--- src/rtl/ssr_pkg.sv ---
// ----------------------------------------------------------------------------
// ssr_pkg: shared types and constants of the stream search/replace unit
// Byte width, config register indexes and the emit job descriptor.
// ----------------------------------------------------------------------------
package ssr_pkg;

	localparam int BYTE_W    = 8;
	localparam int LEN_W     = 4;   // length registers and fill counter
	localparam int CNT_W     = 4;   // results per request, up to eight
	localparam int MATCH_W   = 16;
	localparam int CFG_IDX_W = 2;
	localparam int CFG_W     = 64;

	// configuration register indexes
	localparam logic [CFG_IDX_W-1:0] REG_PATTERN   = 2'd0;
	localparam logic [CFG_IDX_W-1:0] REG_PAT_LEN   = 2'd1;
	localparam logic [CFG_IDX_W-1:0] REG_REPLACE   = 2'd2;
	localparam logic [CFG_IDX_W-1:0] REG_REP_LEN   = 2'd3;

	// descriptor of the results caused by one input request
	typedef struct packed {
		logic [CNT_W-1:0]   cnt;     // results still to send
		logic               last;    // final request of the stream
		logic               marker;  // bare end marker, no data byte
		logic [MATCH_W-1:0] mc;      // match count reported with each result
	} job_t;

endpackage

--- src/rtl/ssr_win_cell.sv ---
// ----------------------------------------------------------------------------
// ssr_win_cell: one byte cell of the hold window chain
// Takes the byte of its upstream neighbor on each accepted request and
// compares that byte against its aligned pattern byte.
// ----------------------------------------------------------------------------
module ssr_win_cell (
	input  logic                       clk,
	input  logic                       shift,
	input  logic [ssr_pkg::BYTE_W-1:0] d,
	input  logic [ssr_pkg::BYTE_W-1:0] pat_byte,
	output logic [ssr_pkg::BYTE_W-1:0] q,
	output logic                       eq
);

	logic [ssr_pkg::BYTE_W-1:0] byte_q;

	// window byte moves one place down the chain per request
	always_ff @(posedge clk) begin
		if (shift) begin
			byte_q <= d;
		end
	end

	assign eq = (d == pat_byte);
	assign q  = byte_q;

endmodule

--- src/rtl/ssr_emit_cell.sv ---
// ----------------------------------------------------------------------------
// ssr_emit_cell: one slot of the result emit chain
// Loads a job byte in parallel, then hands it toward slot zero one per pop.
// ----------------------------------------------------------------------------
module ssr_emit_cell (
	input  logic                       clk,
	input  logic                       load,
	input  logic [ssr_pkg::BYTE_W-1:0] load_byte,
	input  logic                       shift,
	input  logic [ssr_pkg::BYTE_W-1:0] shift_byte,
	output logic [ssr_pkg::BYTE_W-1:0] q
);

	logic [ssr_pkg::BYTE_W-1:0] byte_q;

	// a new job overrides the shift of the finishing one
	always_ff @(posedge clk) begin
		if (load) begin
			byte_q <= load_byte;
		end else if (shift) begin
			byte_q <= shift_byte;
		end
	end

	assign q = byte_q;

endmodule

--- src/rtl/stream_search_replace_unit.sv ---
// ----------------------------------------------------------------------------
// stream_search_replace_unit: streaming byte search and replace
// Window chain matches the pattern, emit chain serializes the results.
// ----------------------------------------------------------------------------
// Accepted requests load the emit chain; each pop registers a result for output.
// Throughput: one byte per cycle while each request yields at most one result
//   and res_stall is low; k results hold the emit chain until all are popped.
// The rate is set by the single emit chain feeding one output register.
// Reset: asynchronous; empties window, emit chain and output, restores the
//   register defaults (pattern length one, empty replacement).
// ----------------------------------------------------------------------------
module stream_search_replace_unit #(
	parameter int MAX_LEN = 8
) (
	input  logic                          clk,
	input  logic                          arst_n,
	// configuration
	input  logic                          cfg_write,
	input  logic [ssr_pkg::CFG_IDX_W-1:0] cfg_index,
	input  logic [ssr_pkg::CFG_W-1:0]     cfg_data,
	// input channel
	input  logic                          in_valid,
	output logic                          in_stall,
	input  logic [ssr_pkg::BYTE_W-1:0]    in_byte,
	input  logic                          in_last,
	// result channel
	output logic                          res_valid,
	input  logic                          res_stall,
	output logic [ssr_pkg::BYTE_W-1:0]    out_byte,
	output logic                          out_valid,
	output logic                          out_last,
	output logic [ssr_pkg::MATCH_W-1:0]   match_count
);

	localparam int LEN_LIMIT = (MAX_LEN < 8) ? MAX_LEN : 8;
	localparam logic [ssr_pkg::LEN_W-1:0] LIM = ssr_pkg::LEN_W'(LEN_LIMIT);

	// configuration registers
	logic [7:0][ssr_pkg::BYTE_W-1:0] cfg_pat_q;
	logic [7:0][ssr_pkg::BYTE_W-1:0] cfg_rep_q;
	logic [ssr_pkg::LEN_W-1:0]       cfg_plen_q;
	logic [ssr_pkg::LEN_W-1:0]       cfg_rlen_q;

	// window and stream state
	logic [ssr_pkg::LEN_W-1:0]   win_fill_q;
	logic [ssr_pkg::MATCH_W-1:0] matches_q;

	// emit chain and output register
	ssr_pkg::job_t               em_job_q;
	logic [ssr_pkg::BYTE_W-1:0]  res_byte_q;
	logic                        res_valid_q;
	logic                        res_dvalid_q;
	logic                        res_last_q;
	logic [ssr_pkg::MATCH_W-1:0] res_mc_q;

	logic [ssr_pkg::LEN_W-1:0]  plen;
	logic [ssr_pkg::LEN_W-1:0]  rlen;
	logic                       in_acc;
	logic                       pop;
	logic                       full;
	logic                       hit;
	logic [ssr_pkg::MATCH_W-1:0] mc_next;
	logic                       src_rep;
	ssr_pkg::job_t              job;

	logic [LEN_LIMIT-1:0][ssr_pkg::BYTE_W-1:0] cand;
	logic [LEN_LIMIT-1:0][ssr_pkg::BYTE_W-1:0] win_q;
	logic [LEN_LIMIT-1:0][ssr_pkg::BYTE_W-1:0] pat_al;
	logic [LEN_LIMIT-1:0]                      eq;
	logic [LEN_LIMIT-1:0][ssr_pkg::BYTE_W-1:0] flush_b;
	logic [LEN_LIMIT-1:0][ssr_pkg::BYTE_W-1:0] load_b;
	logic [LEN_LIMIT-1:0][ssr_pkg::BYTE_W-1:0] em_q;
	logic [LEN_LIMIT-1:0][ssr_pkg::BYTE_W-1:0] em_next;

	// effective lengths
	always_comb begin
		plen = cfg_plen_q;
		if (plen == '0) begin
			plen = ssr_pkg::LEN_W'(1);
		end
		if (plen > LIM) begin
			plen = LIM;
		end
		rlen = (cfg_rlen_q > LIM) ? LIM : cfg_rlen_q;
	end

	// handshake: take a request when the emit chain is empty or empties this cycle
	assign pop      = (em_job_q.cnt != '0) && (!res_valid_q || !res_stall);
	assign in_stall = !((em_job_q.cnt == '0) ||
		((em_job_q.cnt == ssr_pkg::CNT_W'(1)) && pop));
	assign in_acc   = in_valid && !in_stall;

	// candidate bytes, newest first; pattern aligned to the same order
	always_comb begin
		cand[0] = in_byte;
		for (int j = 1; j < LEN_LIMIT; j++) begin
			cand[j] = win_q[j-1];
		end
		for (int j = 0; j < LEN_LIMIT; j++) begin
			pat_al[j] = '0;
			for (int k = 0; k < LEN_LIMIT; k++) begin
				if (ssr_pkg::LEN_W'(k + j + 1) == plen) begin
					pat_al[j] = cfg_pat_q[k];
				end
			end
		end
	end

	// window chain
	for (genvar j = 0; j < LEN_LIMIT; j++) begin : g_win
		ssr_win_cell u_cell (
			.clk      (clk),
			.shift    (in_acc),
			.d        (cand[j]),
			.pat_byte (pat_al[j]),
			.q        (win_q[j]),
			.eq       (eq[j])
		);
	end

	// match detect and job build
	always_comb begin
		full = (win_fill_q == plen - ssr_pkg::LEN_W'(1));
		hit  = full;
		for (int j = 0; j < LEN_LIMIT; j++) begin
			if ((ssr_pkg::LEN_W'(j) < plen) && !eq[j]) begin
				hit = 1'b0;
			end
		end
		mc_next = matches_q;
		if (hit && (matches_q != '1)) begin
			mc_next = matches_q + ssr_pkg::MATCH_W'(1);
		end
		// oldest byte first
		for (int i = 0; i < LEN_LIMIT; i++) begin
			flush_b[i] = '0;
			for (int j = 0; j < LEN_LIMIT; j++) begin
				if (win_fill_q == ssr_pkg::LEN_W'(i + j)) begin
					flush_b[i] = cand[j];
				end
			end
		end
		job.last   = in_last;
		job.mc     = mc_next;
		job.marker = 1'b0;
		src_rep    = 1'b0;
		priority if (hit) begin
			src_rep = 1'b1;
			job.cnt = ssr_pkg::CNT_W'(rlen);
			if ((rlen == '0) && in_last) begin
				job.marker = 1'b1;
				job.cnt    = ssr_pkg::CNT_W'(1);
			end
		end else if (in_last) begin
			job.cnt = ssr_pkg::CNT_W'(win_fill_q + ssr_pkg::LEN_W'(1));
		end else if (full) begin
			job.cnt = ssr_pkg::CNT_W'(1);
		end else begin
			job.cnt = '0;
		end
		for (int i = 0; i < LEN_LIMIT; i++) begin
			load_b[i] = src_rep ? cfg_rep_q[i] : flush_b[i];
			em_next[i] = (i + 1 < LEN_LIMIT) ? em_q[(i + 1) % LEN_LIMIT] : '0;
		end
	end

	// emit chain
	for (genvar i = 0; i < LEN_LIMIT; i++) begin : g_emit
		ssr_emit_cell u_cell (
			.clk        (clk),
			.load       (in_acc),
			.load_byte  (load_b[i]),
			.shift      (pop),
			.shift_byte (em_next[i]),
			.q          (em_q[i])
		);
	end

	// configuration, window fill and match counter
	always_ff @(posedge clk or negedge arst_n) begin
		if (!arst_n) begin
			cfg_pat_q  <= '0;
			cfg_rep_q  <= '0;
			cfg_plen_q <= ssr_pkg::LEN_W'(1);
			cfg_rlen_q <= '0;
			win_fill_q <= '0;
			matches_q  <= '0;
		end else if (cfg_write) begin
			unique case (cfg_index)
				ssr_pkg::REG_PATTERN: begin
					cfg_pat_q <= cfg_data;
				end
				ssr_pkg::REG_PAT_LEN: begin
					cfg_plen_q <= cfg_data[ssr_pkg::LEN_W-1:0];
					win_fill_q <= '0;
				end
				ssr_pkg::REG_REPLACE: begin
					cfg_rep_q <= cfg_data;
				end
				ssr_pkg::REG_REP_LEN: begin
					cfg_rlen_q <= cfg_data[ssr_pkg::LEN_W-1:0];
				end
				default: begin
				end
			endcase
		end else if (in_acc) begin
			matches_q <= in_last ? '0 : mc_next;
			priority if (hit || in_last) begin
				win_fill_q <= '0;
			end else if (!full) begin
				win_fill_q <= win_fill_q + ssr_pkg::LEN_W'(1);
			end
		end
	end

	// job counter
	always_ff @(posedge clk or negedge arst_n) begin
		if (!arst_n) begin
			em_job_q <= '0;
		end else if (in_acc) begin
			em_job_q <= job;
		end else if (pop) begin
			em_job_q.cnt <= em_job_q.cnt - ssr_pkg::CNT_W'(1);
		end
	end

	// output register
	always_ff @(posedge clk or negedge arst_n) begin
		if (!arst_n) begin
			res_valid_q <= 1'b0;
		end else if (pop) begin
			res_valid_q <= 1'b1;
		end else if (!res_stall) begin
			res_valid_q <= 1'b0;
		end
	end

	always_ff @(posedge clk) begin
		if (pop) begin
			res_byte_q   <= em_job_q.marker ? '0 : em_q[0];
			res_dvalid_q <= !em_job_q.marker;
			res_last_q   <= em_job_q.last && (em_job_q.cnt == ssr_pkg::CNT_W'(1));
			res_mc_q     <= em_job_q.mc;
		end
	end

	assign res_valid   = res_valid_q;
	assign out_byte    = res_byte_q;
	assign out_valid   = res_dvalid_q;
	assign out_last    = res_last_q;
	assign match_count = res_mc_q;

`ifndef SYNTHESIS
	// window never holds a full pattern
	a_fill_bound: assert property (@(posedge clk) disable iff (!arst_n)
		win_fill_q < plen)
		else $error("window fill reached pattern length");

	// a bare end marker is always the final result
	a_marker_last: assert property (@(posedge clk) disable iff (!arst_n)
		(res_valid_q && !res_dvalid_q) |-> res_last_q)
		else $error("end marker without last flag");

	// end of stream clears window and counter
	a_stream_end: assert property (@(posedge clk) disable iff (!arst_n)
		(in_acc && in_last && !cfg_write) |=> (win_fill_q == '0 && matches_q == '0))
		else $error("stream state not cleared after last request");

	// a pop always fills the output register
	a_pop_out: assert property (@(posedge clk) disable iff (!arst_n)
		pop |=> res_valid_q)
		else $error("popped result lost");
`endif

endmodule
--- config.mk ---
export PLATFORM = sky130hd
export DESIGN_NAME = stream_search_replace_unit
export DESIGN_NICKNAME = d
export VERILOG_FILES = /design/src/rtl/ssr_pkg.sv /design/src/rtl/ssr_win_cell.sv /design/src/rtl/ssr_emit_cell.sv /design/src/rtl/stream_search_replace_unit.sv
export SDC_FILE = /design/constraint.sdc
export NUM_CORES = 1
export LEC_CHECK = 0
export BUFFER_PORTS_ARGS = -buffer_cell sky130_fd_sc_hd__buf_4
export CELL_PAD_IN_SITES_DETAIL_PLACEMENT = 1
export CELL_PAD_IN_SITES_GLOBAL_PLACEMENT = 1
export CORE_MARGIN = 5
export CORE_UTILIZATION = 24
export DETAILED_ROUTE_END_ITERATION = 10
export PLACE_DENSITY_LB_ADDON = 0.1
export SYNTH_ARGS = -nofsm -noshare
export SYNTH_HDL_FRONTEND = slang
export SYNTH_SLANG_ARGS = --single-unit
--- constraint.sdc ---
create_clock -name clk -period 10.45 [get_ports clk]
set_input_delay 2.09 -clock clk [delete_from_list [all_inputs] [get_ports clk]]
set_output_delay 2.09 -clock clk [all_outputs]
set_load 0.01 [all_outputs]
==> flow_metrics.env <==
export IMPL_period_share_pct=67.0
export IMPL_slew_headroom_pct=4.63
export IMPL_end_kind="register"
export IMPL_total_power_uw=6100
export IMPL_post_cts_buffers=0
export IMPL_syn2layout_area_growth_pct=13.7
export IMPL_synth_distinct_cells=86
export IMPL_drive_gt1_share_pct=17.5
export IMPL_numCtsBuffers=42
export IMPL_synthArstFlopShare_pct=55.1
export IMPL_cp_data_required_time_ns=10.91
export IMPL_die_area_sq_um=101000
export IMPL_fin_hold_ws_ns=0.446
export IMPL_regToRegSetupSlack_ns=3.45
export IMPL_rsz0062_at_grt="no"
export IMPL_synth_top_area_cell="dfrtp_1"
export IMPL_clkTransAtPathRegs_ns=0.06
export IMPL_grt_overflow=0
export IMPL_holdCritPathClass="reg -> reg"
export IMPL_final_setup_tns_ns=0
export IMPL_core_area_sq_um=93600
export IMPL_firstDrtPassIters=7
export IMPL_reg2reg_to="em_job_q[8]$_DFFE_PN0P_"
export IMPL_drtIter0Drc=2050
export IMPL_num_vias=21800
export IMPL_clockRootBuffer="clkbuf_16"
export IMPL_synth_ff_type="dfrtp_1"
export IMPL_h_tree_depth=2
export IMPL_max_cap_violations=0
export IMPL_cts_hold_buf=0
export IMPL_final_nets=2520
export IMPL_ys_seq_area_share_pct=39.0
export IMPL_synth_top_area_share_pct=19.6
export IMPL_final_antenna_net_count=0
export IMPL_stdcell_count=3716
export IMPL_wl_per_cell_um=33.5
export IMPL_finClkSkew_ns=0.0263
export IMPL_avgViaCountPerCell=5.87
export IMPL_tritoncts="done"
export IMPL_hold_viol=0
export IMPL_tightest_slew_ns=1.43
export IMPL_cp_start_kind="register"
export IMPL_track_usage_pct=23.7
export IMPL_hp_start="em_job_q[9]$_DFFE_PN0P_"
export IMPL_yosys_warnings=0
export IMPL_hold_depth=0
export IMPL_ys_seq_elements=325
export IMPL_fin_crit_ns=7.00
export IMPL_syn_num_nets=2614
export IMPL_grt_pass1_vias=22100
export IMPL_syn_cell_area_sq_um=22700
export IMPL_cts_buffer_depth=3
export IMPL_cts_sinks=325
export IMPL_nFillCells=10800
export IMPL_status="complete, no violations"
export IMPL_post_route_drc_count=0
export IMPL_gp_congestion=0.923
export IMPL_pin_count=108
export IMPL_arrival_ns=7.46
export IMPL_power_static_leakage_uw=0.00921
export IMPL_worst_r2r_cell_count=15
export IMPL_critical_path_class="reg -> reg"
export IMPL_synth_cells=2522
export IMPL_setup_slack_ns=3.45
export IMPL_cts_resized_gates=0
export IMPL_grt_antenna_before_repair=8
export IMPL_initial_core_util_pct=24.3
export IMPL_hpwl_um=88100
export IMPL_clock_fmax_mhz=143
export IMPL_grt_start_max_net_pins=124
export IMPL_fp_dieW_um=318
export IMPL_clkLatencyLatePin_ns=0.59
export IMPL_rows=112
export IMPL_grt_pass1_wl_um=177000
export IMPL_dp_cells=3638
export IMPL_pre_cts_slack_ns=3.60
export IMPL_setup_violations=0
export IMPL_port_buffer_count=107
export IMPL_slew_viol_final=0
export IMPL_ys_top_cells_by_area="dfrtp_1, edfxtp_1, mux2_2"
export IMPL_die_h_um=318
export IMPL_synth_edf_count=146
export IMPL_cp_max_fo=45
export IMPL_power_density_nw_per_um2=236
export IMPL_drt_wl_total_um=124000
export IMPL_synth_avg_cell_area_sq_um=9.01
export IMPL_r2r_start="cfg_plen_q[3]$_DFFE_PN0P_"
export IMPL_ir_worst_vdd_uv=106
export IMPL_holdPathEnd="match_count[9]$_DFFE_PP_"
[state kept, by name (all words and copies together) (netlist names)]
| signal | cells |
|---|---|
| cfg_pat_q | 64 |
| cfg_rep_q | 64 |
| g_emit.u_cell.q | 64 |
| g_win.u_cell.q | 56 |
| em_job_q | 22 |
| match_count | 16 |
| matches_q | 16 |
| out_byte | 8 |
| cfg_plen_q | 4 |
| cfg_rlen_q | 4 |
| win_fill_q | 4 |
| out_last | 1 |
| out_valid | 1 |
| res_valid | 1 |
[cells by family (layout without fill, tap and decap cells)]
group	count (synthesis)	count (layout)	share of synthesized area, %
AND/OR/NAND/NOR	743	743	16.2
flip-flops	325	325	39.0
AO/OA/AOI/OAI	816	816	25.8
XOR/XNOR	50	50	1.93
buffers and inverters	366	305	6.42
adder cells (fa/ha/maj)	12	12	0.660
multiplexers	210	210	10.0
other	0	1	0
[stage by stage]
stage / instance area [sq um] / utilization [%]
final: 25800 / 27.6
after global routing: 25800 / 27.6
after CTS: 25800 / 27.6
after detailed placement: 24500 / 26.2
after global placement: 24500 / 26.2
after floorplan: 22700 / -
[Yosys cell counts (71+ instances only)]
cell,instances
a221oi_1,77
o21ai_0,101
a22oi_1,78
nor2_1,176
mux2_2,139
nand2_1,212
edfxtp_1,146
mux2i_1,71
o211ai_1,93
a21oi_1,131
clkbuf_1,244
dfrtp_1,178
[cells in the final DEF, fill, tap and decap left out, types with 23 or more instances in the layout]
cell type and instances:
nor2_1 176, nand2b_1 24, inv_1 38, nand2_1 210, o211ai_1 93, nor2b_1 36
mux2_2 139, a221oi_1 77, buf_4 183, dfrtp_1 177, o22ai_1 26, nor3_1 51
a21oi_1 131, a31oi_1 51, nand3_1 65, mux2i_1 71, edfxtp_1 146, xor2_1 23
a22oi_1 78, a211oi_1 53, o21ai_0 101, nand4_1 40, xnor2_1 27, clkbuf_16 46
[power breakdown]
group          switching, uW  leakage (uW)  internal (uW)
registers                497       0.00346           1770
clock network            604      0.000670            826
logic                   1550       0.00509            852
total                   2650       0.00921           3450
[worst max-delay path: stages, from the launching register on]
cell and delay [ns]:
dfrtp_4 0.71, nand2b_1 0.24, buf_4 0.29, inv_2 0.38, ha_1 0.69, inv_1 0.37
o211a_2 0.43, o32ai_1 0.34, mux2i_1 0.21, or4b_2 0.62, o41ai_1 0.31, o2111ai_1 0.25
or3_2 0.79, buf_4 0.41, o31a_1 0.39, o31a_1 0.28
[layout make-up]
type / count / area [sq um] / area share [%]
Sequential cell: 325 / 8870 / 34.3
Tap cell: 1254 / 1570 / 6.07
Inverter: 43 / 166 / 0.644
Clock buffer: 57 / 1230 / 4.77
Timing Repair Buffer: 185 / 1410 / 5.45
Antenna cell: 1 / 2.50 / 0.00968
Multi-Input combinational cell: 1831 / 12500 / 48.4
Clock inverter: 20 / 98.8 / 0.382
[routing by layer]
metal  vias to the layer above  part of all wire (%)  track usage [%]
met5                         -                     0                0
met4                         0                   3.4             7.19
met2                       779                    42             35.2
met1                     11400                    48             34.5
met3                       175                   6.6             4.96
li1                       9440                     -                -
[worst max path at each step]
stage                         startpoint                         endpoint  slack (ns)  cells past startpoint
3_5_place_dp   cfg_plen_q[3]$_DFFE_PN0P_          em_job_q[8]$_DFFE_PN0P_        3.60                     15
4_1_cts        cfg_plen_q[3]$_DFFE_PN0P_          em_job_q[8]$_DFFE_PN0P_        3.56                     15
3_3_place_gp   cfg_plen_q[3]$_DFFE_PN0P_          em_job_q[8]$_DFFE_PN0P_        3.70                     15
6_report       cfg_plen_q[3]$_DFFE_PN0P_          em_job_q[8]$_DFFE_PN0P_        3.45                     15
2_1_floorplan                  res_stall  g_emit[0].u_cell.q[0]$_DFFE_PP_        4.60                      3
5_1_grt        cfg_plen_q[3]$_DFFE_PN0P_          em_job_q[8]$_DFFE_PN0P_        3.23                     15
Power figures use the tool's default switching activity.
